[config.mk]
export PLATFORM = sky130hd
export DESIGN_NAME = base128_varint_codec_flat
export DESIGN_NICKNAME = d
export VERILOG_FILES = /design/src/rtl/core/bvc_pkg.sv /design/src/rtl/core/bvc_if.sv /design/src/rtl/core/base128_varint_codec.sv /design/src/rtl/core/bvc_ctrl.sv /design/src/rtl/core/bvc_dp.sv /design/src/flat_wrapper.sv
export SDC_FILE = /design/constraint.sdc
export NUM_CORES = 1
export LEC_CHECK = 0
export BUFFER_PORTS_ARGS = -buffer_cell sky130_fd_sc_hd__buf_2
export CAP_MARGIN = 20
export CORE_MARGIN = 2
export CORE_UTILIZATION = 58
export DETAILED_ROUTE_END_ITERATION = 6
export PLACE_DENSITY_LB_ADDON = 0.3
export RECOVER_POWER = 100
export SYNTH_ARGS = -nofsm -noshare
export SYNTH_HDL_FRONTEND = slang
export SYNTH_SLANG_ARGS = --single-unit
export TNS_END_PERCENT = 5
[constraint.sdc]
create_clock -name clk -period 7.4 [get_ports clk]
set_input_delay 0.74 -clock clk [delete_from_list [all_inputs] [get_ports clk]]
set_output_delay 0.74 -clock clk [all_outputs]
set_load 0.02 [all_outputs]
[src/rtl/core/bvc_pkg.sv]
`timescale 1ns / 1ps
// ----------------------------------------------------------------------------
// bvc_pkg: shared types and constants of the base-128 varint codec
// Field widths, function and kind codes, controller states and the
// command/status bundles between the controller and the datapath.
// ----------------------------------------------------------------------------
package bvc_pkg;

  localparam int unsigned VALUE_W   = 64;
  localparam int unsigned BYTE_W    = 8;
  localparam int unsigned GRP_W     = 7;
  // 64 bits need ten 7-bit groups
  localparam int unsigned NUM_GRPS  = (VALUE_W + GRP_W - 1) / GRP_W;
  localparam int unsigned CNT_W     = $clog2(NUM_GRPS + 1);
  localparam int unsigned GRP_IDX_W = $clog2(NUM_GRPS);
  localparam int unsigned PAD_W     = NUM_GRPS * GRP_W - VALUE_W;

  // function codes
  localparam logic FUNC_ENCODE = 1'b0;
  localparam logic FUNC_DECODE = 1'b1;

  // result kinds
  localparam logic KIND_BYTE  = 1'b0;
  localparam logic KIND_VALUE = 1'b1;

  typedef enum logic {
    ST_IDLE,
    ST_EMIT
  } state_t;

  typedef struct packed {
    logic load_enc;   // load value and group count for encoding
    logic dec_step;   // shift a byte into the accumulator
    logic emit_byte;  // put the next encoded byte in the output register
  } cmd_t;

  typedef struct packed {
    logic out_free;   // output register empty or being taken this cycle
    logic last_grp;   // only one encoded byte remains
  } status_t;

endpackage

[src/rtl/core/bvc_if.sv]
`timescale 1ns / 1ps
// ----------------------------------------------------------------------------
// bvc_in_if / bvc_out_if: valid/ready channels of the varint codec
// One interface for input items, one for result items.
// ----------------------------------------------------------------------------
interface bvc_in_if import bvc_pkg::*; ();
  logic                valid;
  logic                ready;
  logic                func;
  logic [VALUE_W-1:0]  value_in;
  logic [BYTE_W-1:0]   byte_in;
  logic                zigzag;
  logic                buffer_end;

  modport source (output valid, func, value_in, byte_in, zigzag, buffer_end,
                  input ready);
  modport sink   (input valid, func, value_in, byte_in, zigzag, buffer_end,
                  output ready);
endinterface

interface bvc_out_if import bvc_pkg::*; ();
  logic                valid;
  logic                ready;
  logic                kind;
  logic [BYTE_W-1:0]   byte_out;
  logic [VALUE_W-1:0]  value_out;
  logic                last;

  modport source (output valid, kind, byte_out, value_out, last, input ready);
  modport sink   (input valid, kind, byte_out, value_out, last, output ready);
endinterface

[src/rtl/core/base128_varint_codec.sv]
`timescale 1ns / 1ps
// ----------------------------------------------------------------------------
// base128_varint_codec: base-128 varint encoder/decoder, MSB group first
// Encodes 64-bit values into 1 to 10 bytes and decodes byte streams back,
// with optional zigzag mapping for signed values.
// ----------------------------------------------------------------------------
// Each decode byte is shifted into the accumulator as it is accepted, and
// a completing byte puts the value into the output register, so bytes can
// stream at one per cycle while the output drains. An encode item with n
// groups (1 to 10) occupies the block for one step that takes the value
// and counts its groups, then one step per byte, since the single output
// register sends one byte per cycle. Backpressure on the result channel
// stretches either case. No clearing pass after reset.
module base128_varint_codec import bvc_pkg::*; (
  input  logic      clk,
  input  logic      rst_n,
  bvc_in_if.sink    in_if,
  bvc_out_if.source out_if
);

  cmd_t    cmd;
  status_t stat;
  logic    in_ready;

  // sequence items
  bvc_ctrl u_ctrl (
    .clk      (clk),
    .rst_n    (rst_n),
    .in_valid (in_if.valid),
    .in_func  (in_if.func),
    .stat     (stat),
    .in_ready (in_ready),
    .cmd      (cmd)
  );

  // hold and transform data
  bvc_dp u_dp (
    .clk        (clk),
    .rst_n      (rst_n),
    .cmd        (cmd),
    .value_in   (in_if.value_in),
    .byte_in    (in_if.byte_in),
    .zigzag     (in_if.zigzag),
    .buffer_end (in_if.buffer_end),
    .out_ready  (out_if.ready),
    .stat       (stat),
    .out_valid  (out_if.valid),
    .out_kind   (out_if.kind),
    .out_byte   (out_if.byte_out),
    .out_value  (out_if.value_out),
    .out_last   (out_if.last)
  );

  assign in_if.ready = in_ready;

endmodule

[src/rtl/core/bvc_ctrl.sv]
`timescale 1ns / 1ps
// ----------------------------------------------------------------------------
// bvc_ctrl: controller of the varint codec
// Takes input items, sequences the encoded bytes of an encode item and
// issues commands to the datapath.
// ----------------------------------------------------------------------------
module bvc_ctrl import bvc_pkg::*; (
  input  logic    clk,
  input  logic    rst_n,
  input  logic    in_valid,
  input  logic    in_func,
  input  status_t stat,
  output logic    in_ready,
  output cmd_t    cmd
);

  state_t state_r, state_nxt;
  logic   accept;

  assign accept = in_valid && in_ready;

  // advance state
  always_ff @(posedge clk) begin
    if (!rst_n) begin
      state_r <= ST_IDLE;
    end else begin
      state_r <= state_nxt;
    end
  end

  // next state
  always_comb begin
    state_nxt = state_r;
    case (state_r)
      ST_IDLE: begin
        if (accept && in_func == FUNC_ENCODE) begin
          state_nxt = ST_EMIT;
        end
      end
      ST_EMIT: begin
        if (stat.out_free && stat.last_grp) begin
          state_nxt = ST_IDLE;
        end
      end
      default: state_nxt = ST_IDLE;
    endcase
  end

  // outputs
  always_comb begin
    in_ready      = 1'b0;
    cmd           = '0;
    case (state_r)
      ST_IDLE: begin
        in_ready     = stat.out_free;
        cmd.load_enc = accept && in_func == FUNC_ENCODE;
        cmd.dec_step = accept && in_func == FUNC_DECODE;
      end
      ST_EMIT: begin
        cmd.emit_byte = stat.out_free;
      end
      default: begin
        in_ready = 1'b0;
      end
    endcase
  end

endmodule

[src/rtl/core/bvc_dp.sv]
`timescale 1ns / 1ps
// ----------------------------------------------------------------------------
// bvc_dp: datapath of the varint codec
// Holds the decode accumulator, the value being encoded with its byte
// count, and the output register.
// ----------------------------------------------------------------------------
module bvc_dp import bvc_pkg::*; (
  input  logic               clk,
  input  logic               rst_n,
  input  cmd_t               cmd,
  input  logic [VALUE_W-1:0] value_in,
  input  logic [BYTE_W-1:0]  byte_in,
  input  logic               zigzag,
  input  logic               buffer_end,
  input  logic               out_ready,
  output status_t            stat,
  output logic               out_valid,
  output logic               out_kind,
  output logic [BYTE_W-1:0]  out_byte,
  output logic [VALUE_W-1:0] out_value,
  output logic               out_last
);

  logic [VALUE_W-1:0]   acc_r, acc_nxt;
  logic [VALUE_W-1:0]   shift_r;
  logic [CNT_W-1:0]     left_r, left_nxt;
  logic                 valid_r, valid_nxt;
  logic                 kind_r;
  logic [BYTE_W-1:0]    byte_r;
  logic [VALUE_W-1:0]   value_r;
  logic                 last_r;

  logic [VALUE_W-1:0]   enc_val;
  logic [CNT_W-1:0]     enc_cnt;
  logic [NUM_GRPS*GRP_W-1:0] ext_val;
  logic [GRP_W-1:0]     grp_a [NUM_GRPS];
  logic [GRP_IDX_W-1:0] grp_idx;
  logic [GRP_W-1:0]     grp_sel;
  logic [VALUE_W-1:0]   acc_shl;
  logic [VALUE_W-1:0]   dec_val;
  logic                 dec_done;

  // fold signed value for encoding
  assign enc_val = zigzag ? ({value_in[VALUE_W-2:0], 1'b0} ^ {VALUE_W{value_in[VALUE_W-1]}})
                          : value_in;

  // count groups: highest nonzero 7-bit group plus one
  always_comb begin
    logic [GRP_W*NUM_GRPS-1:0] ev;
    ev      = {{PAD_W{1'b0}}, enc_val};
    enc_cnt = CNT_W'(1);
    for (int i = 1; i < NUM_GRPS; i++) begin
      if (|ev[i*GRP_W +: GRP_W]) begin
        enc_cnt = CNT_W'(i + 1);
      end
    end
  end

  // split held value into groups and pick the current one
  assign ext_val = {{PAD_W{1'b0}}, shift_r};
  always_comb begin
    for (int i = 0; i < NUM_GRPS; i++) begin
      grp_a[i] = ext_val[i*GRP_W +: GRP_W];
    end
  end
  assign grp_idx = GRP_IDX_W'(left_r - CNT_W'(1));
  assign grp_sel = grp_a[grp_idx];

  // shift a byte into the accumulator and unfold on completion
  assign acc_shl  = {acc_r[VALUE_W-GRP_W-1:0], byte_in[GRP_W-1:0]};
  assign dec_done = !byte_in[BYTE_W-1] || buffer_end;
  assign dec_val  = zigzag ? ({1'b0, acc_shl[VALUE_W-1:1]} ^ {VALUE_W{acc_shl[0]}})
                           : acc_shl;

  // status to the controller
  assign stat.out_free = !valid_r || out_ready;
  assign stat.last_grp = (left_r == CNT_W'(1));

  // next accumulator, byte count and output valid
  always_comb begin
    acc_nxt   = acc_r;
    left_nxt  = left_r;
    valid_nxt = valid_r && !out_ready;
    if (cmd.dec_step) begin
      acc_nxt = dec_done ? '0 : acc_shl;
      if (dec_done) begin
        valid_nxt = 1'b1;
      end
    end
    if (cmd.load_enc) begin
      left_nxt = enc_cnt;
    end
    if (cmd.emit_byte) begin
      left_nxt  = left_r - CNT_W'(1);
      valid_nxt = 1'b1;
    end
  end

  // hold control state
  always_ff @(posedge clk) begin
    if (!rst_n) begin
      acc_r   <= '0;
      left_r  <= '0;
      valid_r <= 1'b0;
    end else begin
      acc_r   <= acc_nxt;
      left_r  <= left_nxt;
      valid_r <= valid_nxt;
    end
  end

  // load encode value and output payload
  always_ff @(posedge clk) begin
    if (cmd.load_enc) begin
      shift_r <= enc_val;
    end
    if (cmd.dec_step && dec_done) begin
      kind_r  <= KIND_VALUE;
      byte_r  <= '0;
      value_r <= dec_val;
      last_r  <= 1'b1;
    end else if (cmd.emit_byte) begin
      kind_r  <= KIND_BYTE;
      byte_r  <= {!stat.last_grp, grp_sel};
      value_r <= '0;
      last_r  <= stat.last_grp;
    end
  end

  assign out_valid = valid_r;
  assign out_kind  = kind_r;
  assign out_byte  = byte_r;
  assign out_value = value_r;
  assign out_last  = last_r;

endmodule

[src/flat_wrapper.sv]
// flat-port wrapper written by rule: the top's interface ports become plain ports
module base128_varint_codec_flat import bvc_pkg::*;
  (clk, rst_n, in_if_valid, in_if_func, in_if_value_in, in_if_byte_in, in_if_zigzag, in_if_buffer_end, in_if_ready, out_if_valid, out_if_kind, out_if_byte_out, out_if_value_out, out_if_last, out_if_ready);
  bvc_in_if in_if_i ();
  bvc_out_if out_if_i ();
  input  logic clk;
  input  logic rst_n;
  input wire logic [$bits(in_if_i.valid)-1:0] in_if_valid;
  input wire logic [$bits(in_if_i.func)-1:0] in_if_func;
  input wire logic [$bits(in_if_i.value_in)-1:0] in_if_value_in;
  input wire logic [$bits(in_if_i.byte_in)-1:0] in_if_byte_in;
  input wire logic [$bits(in_if_i.zigzag)-1:0] in_if_zigzag;
  input wire logic [$bits(in_if_i.buffer_end)-1:0] in_if_buffer_end;
  output wire logic [$bits(in_if_i.ready)-1:0] in_if_ready;
  output wire logic [$bits(out_if_i.valid)-1:0] out_if_valid;
  output wire logic [$bits(out_if_i.kind)-1:0] out_if_kind;
  output wire logic [$bits(out_if_i.byte_out)-1:0] out_if_byte_out;
  output wire logic [$bits(out_if_i.value_out)-1:0] out_if_value_out;
  output wire logic [$bits(out_if_i.last)-1:0] out_if_last;
  input wire logic [$bits(out_if_i.ready)-1:0] out_if_ready;
  assign in_if_i.valid = in_if_valid;
  assign in_if_i.func = in_if_func;
  assign in_if_i.value_in = in_if_value_in;
  assign in_if_i.byte_in = in_if_byte_in;
  assign in_if_i.zigzag = in_if_zigzag;
  assign in_if_i.buffer_end = in_if_buffer_end;
  assign in_if_ready = in_if_i.ready;
  assign out_if_valid = out_if_i.valid;
  assign out_if_kind = out_if_i.kind;
  assign out_if_byte_out = out_if_i.byte_out;
  assign out_if_value_out = out_if_i.value_out;
  assign out_if_last = out_if_i.last;
  assign out_if_i.ready = out_if_ready;
  base128_varint_codec u_core (.clk(clk), .rst_n(rst_n), .in_if(in_if_i), .out_if(out_if_i));
endmodule
After elaboration in Yosys (flattened, before gate mapping)
Cells that the tools add are included.
{ "word_totals": {"input_bits": 79, "wordCells": 67, "output_inout_bits": 76, "ff_bits": 201} }
{ "op_classes": {"mux": 28, "add_sub_neg": 1, "n_lt_le_gt_ge": 1, "n_reduce_logical": 22, "eq_ne": 1, "n_bitwise": 5} }
{ "ops": {"columns": ["operator", "n"], "rows": [
  ["64-bit two-way mux", 4],
  ["63-bit by 64-bit XOR with 64-bit output", 1],
  ["64-bit XOR", 1],
  ["57-bit two-way mux", 1],
  ["7-bit OR reduction", 8],
  ["4-bit two-way mux", 9],
  ["7-bit binary-select mux with 4-bit select", 1],
  ["7-bit two-way mux", 2],
  ["1-bit two-way mux", 7],
  ["1-bit logical AND", 6],
  ["2-bit two-way mux", 3],
  ["5-bit greater-or-equal comparator, second input constant", 1],
  ["4-bit NOT with 5-bit output", 1],
  ["4-bit by 1-bit equality test with 1-bit output, second input constant", 1],
  ["1-bit logical NOT", 4],
  ["2-bit nonzero test", 2],
  ["4-bit by 1-bit subtractor with 4-bit output, second input constant", 1],
  ["1-bit logical OR", 2],
  ["1-bit NOT", 2],
  ["1-bit one-hot mux with 2 select lines", 1]
]} }

Longest topological paths before layout
{ "logic_depth": {"depth_word": 14, "depth_mapped": 10, "mapped_depth_nobuf": 8} }

By module
Synthesis repeated with hierarchy kept, for this count alone.
{ "hier_totals": {"cells_unflattened": 947, "hier_area_um2": 10246.1} }
{ "modules_own_cells": {"columns": ["mod", "seq_area_each_um2", "area_per_inst_um2", "instances", "cells_each"], "rows": [
  ["bvc_dp", 5285.1, 10174.8, 1, 939],
  ["bvc_ctrl", 20.0, 71.3, 1, 8]
]} }

Least setup slack after synthesis
Ideal clock, no wire load.
{ "synth_path": {"path_kind": "input -> register", "startpoint": "input in_if_func", "endpoint": "register u_core.u_dp.left_r[0]", "t_arrival_ns": 5.523, "setup_ns": 0.062, "setup_slack_ns": 1.815, "cell_stages": 5, "path_cell_list": "nor4b_2 > and2b_2 > nand2_1 > a311o_1 > nand3_1"} }
{ "synth_between": {"elab_chain_cells": 4} }
{ "synth_rtl": {"columns": ["item", "line_no", "text"], "rows": [
  ["start, declared", "flat_wrapper.sv:9", "input wire logic [$bits(in_if_i.func)-1:0] in_if_func;"],
  ["1-bit NOT", "bvc_ctrl.sv:56", "cmd.load_enc = accept && in_func == FUNC_ENCODE;"],
  ["1-bit logical AND", "bvc_ctrl.sv:56", null],
  ["2-bit two-way mux", "bvc_ctrl.sv:53", "case (state_r)"],
  ["2-bit nonzero test (no line)", null, null],
  ["end signal, assigned", "bvc_dp.sv:107", "left_r <= left_nxt;"],
  ["end, declared", "bvc_dp.sv:26", "logic [CNT_W-1:0] left_r, left_nxt;"]
]} }
Every way passes these cells.
A chain may end at the register's enable or synchronous reset.

==> summary.txt <==
Critical path
  – CP Data Arrival Time: about 5 ns
  – Capturing point of the worst reg2reg path: u_core.u_dp.left_r[0]
  – Worst Path Class, Setup: flop to flop
  – Launching element type of the critical path: flop
  – Critical path capture point type: flop
  – Largest driver fanout on the critical path: 68
  – R2R depth: 7
  – Startpoint of the lowest-slack register-to-register path: u_core.u_dp.out_valid
  – Worst setup slack for register-to-register paths: 2.82 ns
  – Data required time of the worst path: 7.83 ns

Yosys
  – Proportion of synthesized chip area in sequential cells: 0.509
  – EDFF count, synth: ~130
  – Dominant register cell in the synthesized netlist: edfxtp_1
  – Instance count of the mapped netlist: 1027
  – Number of synthesized register bits: 201
  – Total of warnings raised by yosys: 0
  – Post-synthesis average cell area: 10.1 µm²
  – Synth Cell Area: roughly 10000 µm²
  – Count of cell types in the netlist: 55
  – Post-Syn Nets: 1108
  – Post-synthesis async set-or-reset flop share: 0

Floorplan
  – Total I/O pin count: 155
  – Initial Util: 0.598
  – Die area: 19000 µm²
  – Width of the die: between 100 and 150 µm
  – Row count: 48
  – Die Height: approximately 140 µm
  – Core region area: roughly 17000 µm²

Placement
  – Standard cell area after detailed placement: 11200 µm²
  – Placer congestion estimate: 0.850
  – Port Buffers: around 150
  – DPL Wire Length: 15400 µm

Flow run
  – Number of max-cap violations: 2

STA
  – Achievable Freq: 218 MHz
  – Setup repair after global routing missed its margin: false
  – Final clock period utilization by the worst path: 0.619
  – Worst rel slew slack: -1.40
  – Final Hold Vio Count: 0
  – Time the worst path needs with I/O delays and setup: about 4.6 ns
  – Max-slew violation total from the final report: ~130
  – Clock Skew: 0.00643 ns
  – Post-route setup TNS: 0 ns
  – Measured slew at the worst slew-check pin: 3.60 ns
  – Total setup violations reported at the end of the flow: 0

Drt
  – Total length of routed wires: roughly 23000 µm
  – Remaining design rule violation count: 0
  – DRC violation total after the first TritonRoute iteration: 737
  – Drt pass-1 iters: 5
  – Via density: 5.84
  – Routed wirelength normalized by instance count: 17.1 µm
  – Post-detailed-route count of antenna-violating nets: 0
  – Number of vias in the routed layout: 7983

Clocking
  – Hold_buf cts: 0
  – Clock sinks: 201
  – Number of gates given a new drive strength after cts: 0
  – H-tree lvl count: 1
  – Post-CTS Setup Inserts: 0
  – Clock transition at path regs: 0.06 ns
  – CTS buffer count: 21
  – Maximum buffer depth of the clock tree: 3
  – Buffer type at the clock tree root: clkbuf_16
  – Clock tree from TritonCTS: done
  – Clock latency at the later pin of the worst-skew pair: 0.49 ns

Power
  – Total Power: approximately 2.8 mW
  – Net Sw Frac: 0.269
  – VDD IR max: 0.000142 V
  – Relative contribution of the clock network to total power: 0.369
  – Design internal power: 2.07 mW
  – Net switching power of the design: 0.762 mW
  – Power density relative to cell area: 242 nW/µm²
  – Sequential power share: 0.464
  – Reported leakage power: 3.82 nW
  – Fraction of power consumed by combinational cells: 0.167

Run status
  – Failing checks: capacitance limit, slew limit
  – Status: complete, but fails checks

Final layout
  – Commonest cells after routing, fill and taps aside: nor2_1, edfxtp_1, xnor2_1
  – Area of the multi-input gates: ~4700 µm²
  – Most common cell after layout, fill and taps aside: nor2_1
  – Share of layout cells above drive strength 1: 0.125
  – Post-Layout Inst Area: 11700 µm²
  – Signed area change from the synthesized netlist to the final layout: 12.6%
  – Layout Nets: roughly 1200
  – Total area of sequential cells: 5310 µm²
  – Fill cell instance count of the final layout: roughly 1400

GRT
  – Overall routing resource usage: 0.245
  – Via count of the first global-routing pass: 7231
  – Overflow left after global routing: 0
  – Pin count of the biggest net entering global routing: 152
  – Initial antenna violation count: 2
  – Wire length of the first global-routing pass: 36900 µm

Min path
  – Startpoint of the tightest hold check path: u_core.u_dp.out_kind
  – Sink of the worst hold path: u_core.u_dp.out_kind
  – Worst min path class: flop to flop
  – Cell count of the worst hold path: 2
## worst max path at each step
| stage | cells after the start | slack, ns | startpoint | to |
|---|---|---|---|---|
| floorplan | 5 | 1.82 | in_if_func | u_core.u_dp.left_r[0] |
| global placement | 7 | 4.22 | in_if_zigzag | u_core.u_dp.left_r[2] |
| detailed placement | 7 | 4.09 | in_if_zigzag | u_core.u_dp.left_r[1] |
| CTS | 7 | 4.53 | u_core.u_dp.out_valid | u_core.u_dp.out_value[55] |
| global route | 7 | 2.43 | u_core.u_dp.out_valid | u_core.u_dp.out_value[37] |
| finish | 7 | 2.82 | u_core.u_dp.out_valid | u_core.u_dp.left_r[0] |
## final cells by class
type / count / area share
flip-flops and latches: 201 / 0.452
clock inverters: 11 / 0.00875
repair buffers: 163 / 0.0634
inverters: 6 / 0.00192
multi-input cells: 733 / 0.399
diodes: 2 / 0.000427
well taps: 225 / 0.0240
clock buffers: 26 / 0.0498
## sequential cells by signal, summed over array words and instances (netlist names)
name                   cells
u_core.u_dp.shift_r       64
u_core.u_dp.out_last       1
u_core.u_dp.out_byte       8
u_core.u_dp.out_valid      1
u_core.u_dp.out_kind       1
u_core.u_dp.acc_r         57
u_core.u_dp.out_value     64
u_core.u_dp.left_r         4
u_core.u_ctrl.state_r      1
## Yosys cell counts, types with 2 or more instances
cell type / number / area, µm²
mux2i_1: 9 / 90.1
a211oi_1: 69 / 518
o22ai_1: 4 / 25.0
buf_2: 28 / 140
nor3_1: 15 / 75.1
ha_1: 2 / 25.0
inv_1: 6 / 22.5
buf_1: 15 / 56.3
o31ai_1: 2 / 15.0
a22oi_1: 4 / 30.0
a21boi_0: 58 / 435
a21oi_1: 66 / 330
and4_1: 8 / 70.1
nor2b_1: 2 / 12.5
or3_1: 4 / 25.0
dfxtp_1: 73 / 1460
nand3_1: 67 / 335
a31oi_1: 3 / 18.8
edfxtp_1: 128 / 3840
xor2_1: 2 / 17.5
buf_6: 2 / 22.5
o22a_1: 2 / 17.5
xnor2_1: 125 / 1090
mux4_2: 14 / 315
nor2_2: 2 / 12.5
nand2b_1: 3 / 18.8
nor2_1: 152 / 571
nand4_1: 6 / 37.5
nor4_1: 7 / 43.8
or2_2: 2 / 12.5
o21ai_0: 11 / 55.1
o211ai_1: 2 / 15.0
clkbuf_8: 2 / 27.5
nand2_1: 73 / 274
clkbuf_1: 39 / 146
## critical path: stages (launching register included)
cell,delay (ns)
dfxtp_1,0.32
nor2b_1,0.16
nor4b_1,0.47
clkbuf_1,2.58
and2b_1,0.47
nand2_1,0.08
a311o_1,0.36
nand3_1,0.07
## stage by stage
step | hold slack (ns) | worst slack [ns] | utilization | cells
5_1_grt | 0.470 | 2.43 | 0.673 | 1365
4_1_cts | 0.448 | 4.53 | 0.681 | 1365
2_1_floorplan | 0.466 | 1.82 | - | 1027
6_report | 0.447 | 2.82 | 0.673 | 1367
3_5_place_dp | 0.438 | 4.09 | 0.641 | 1328
3_3_place_gp | 0.430 | 4.22 | 0.641 | 1328
## layer usage
metal	vias to the layer above	wire length, µm	GRT usage
li1	3886	-	-
met1	3749	10000	0.336
met2	306	11400	0.413
met3	40	1570	0.0347
met4	2	425	0.0595
met5	-	13	0
## power by group through the flow
stage / Clock, mW / Combinational [mW] / Sequential, mW
2_1_floorplan: 0 / 0.284 / 1.39
3_3_place_gp: 0 / 0.478 / 1.33
3_5_place_dp: 0 / 0.489 / 1.33
4_1_cts: 1.06 / 0.491 / 1.31
5_1_grt: 1.11 / 0.520 / 1.32
6_report: 1.05 / 0.473 / 1.31
## cell families after synthesis
| family | synth area share |
|---|---|
| xor+xnor | 0.108 |
| fa+ha+maj | 0.00240 |
| buf+inv | 0.0410 |
| mux | 0.0400 |
| compound gates | 0.149 |
| flops | 0.509 |
| simple gates | 0.150 |
Power figures use the tool's default switching activity.
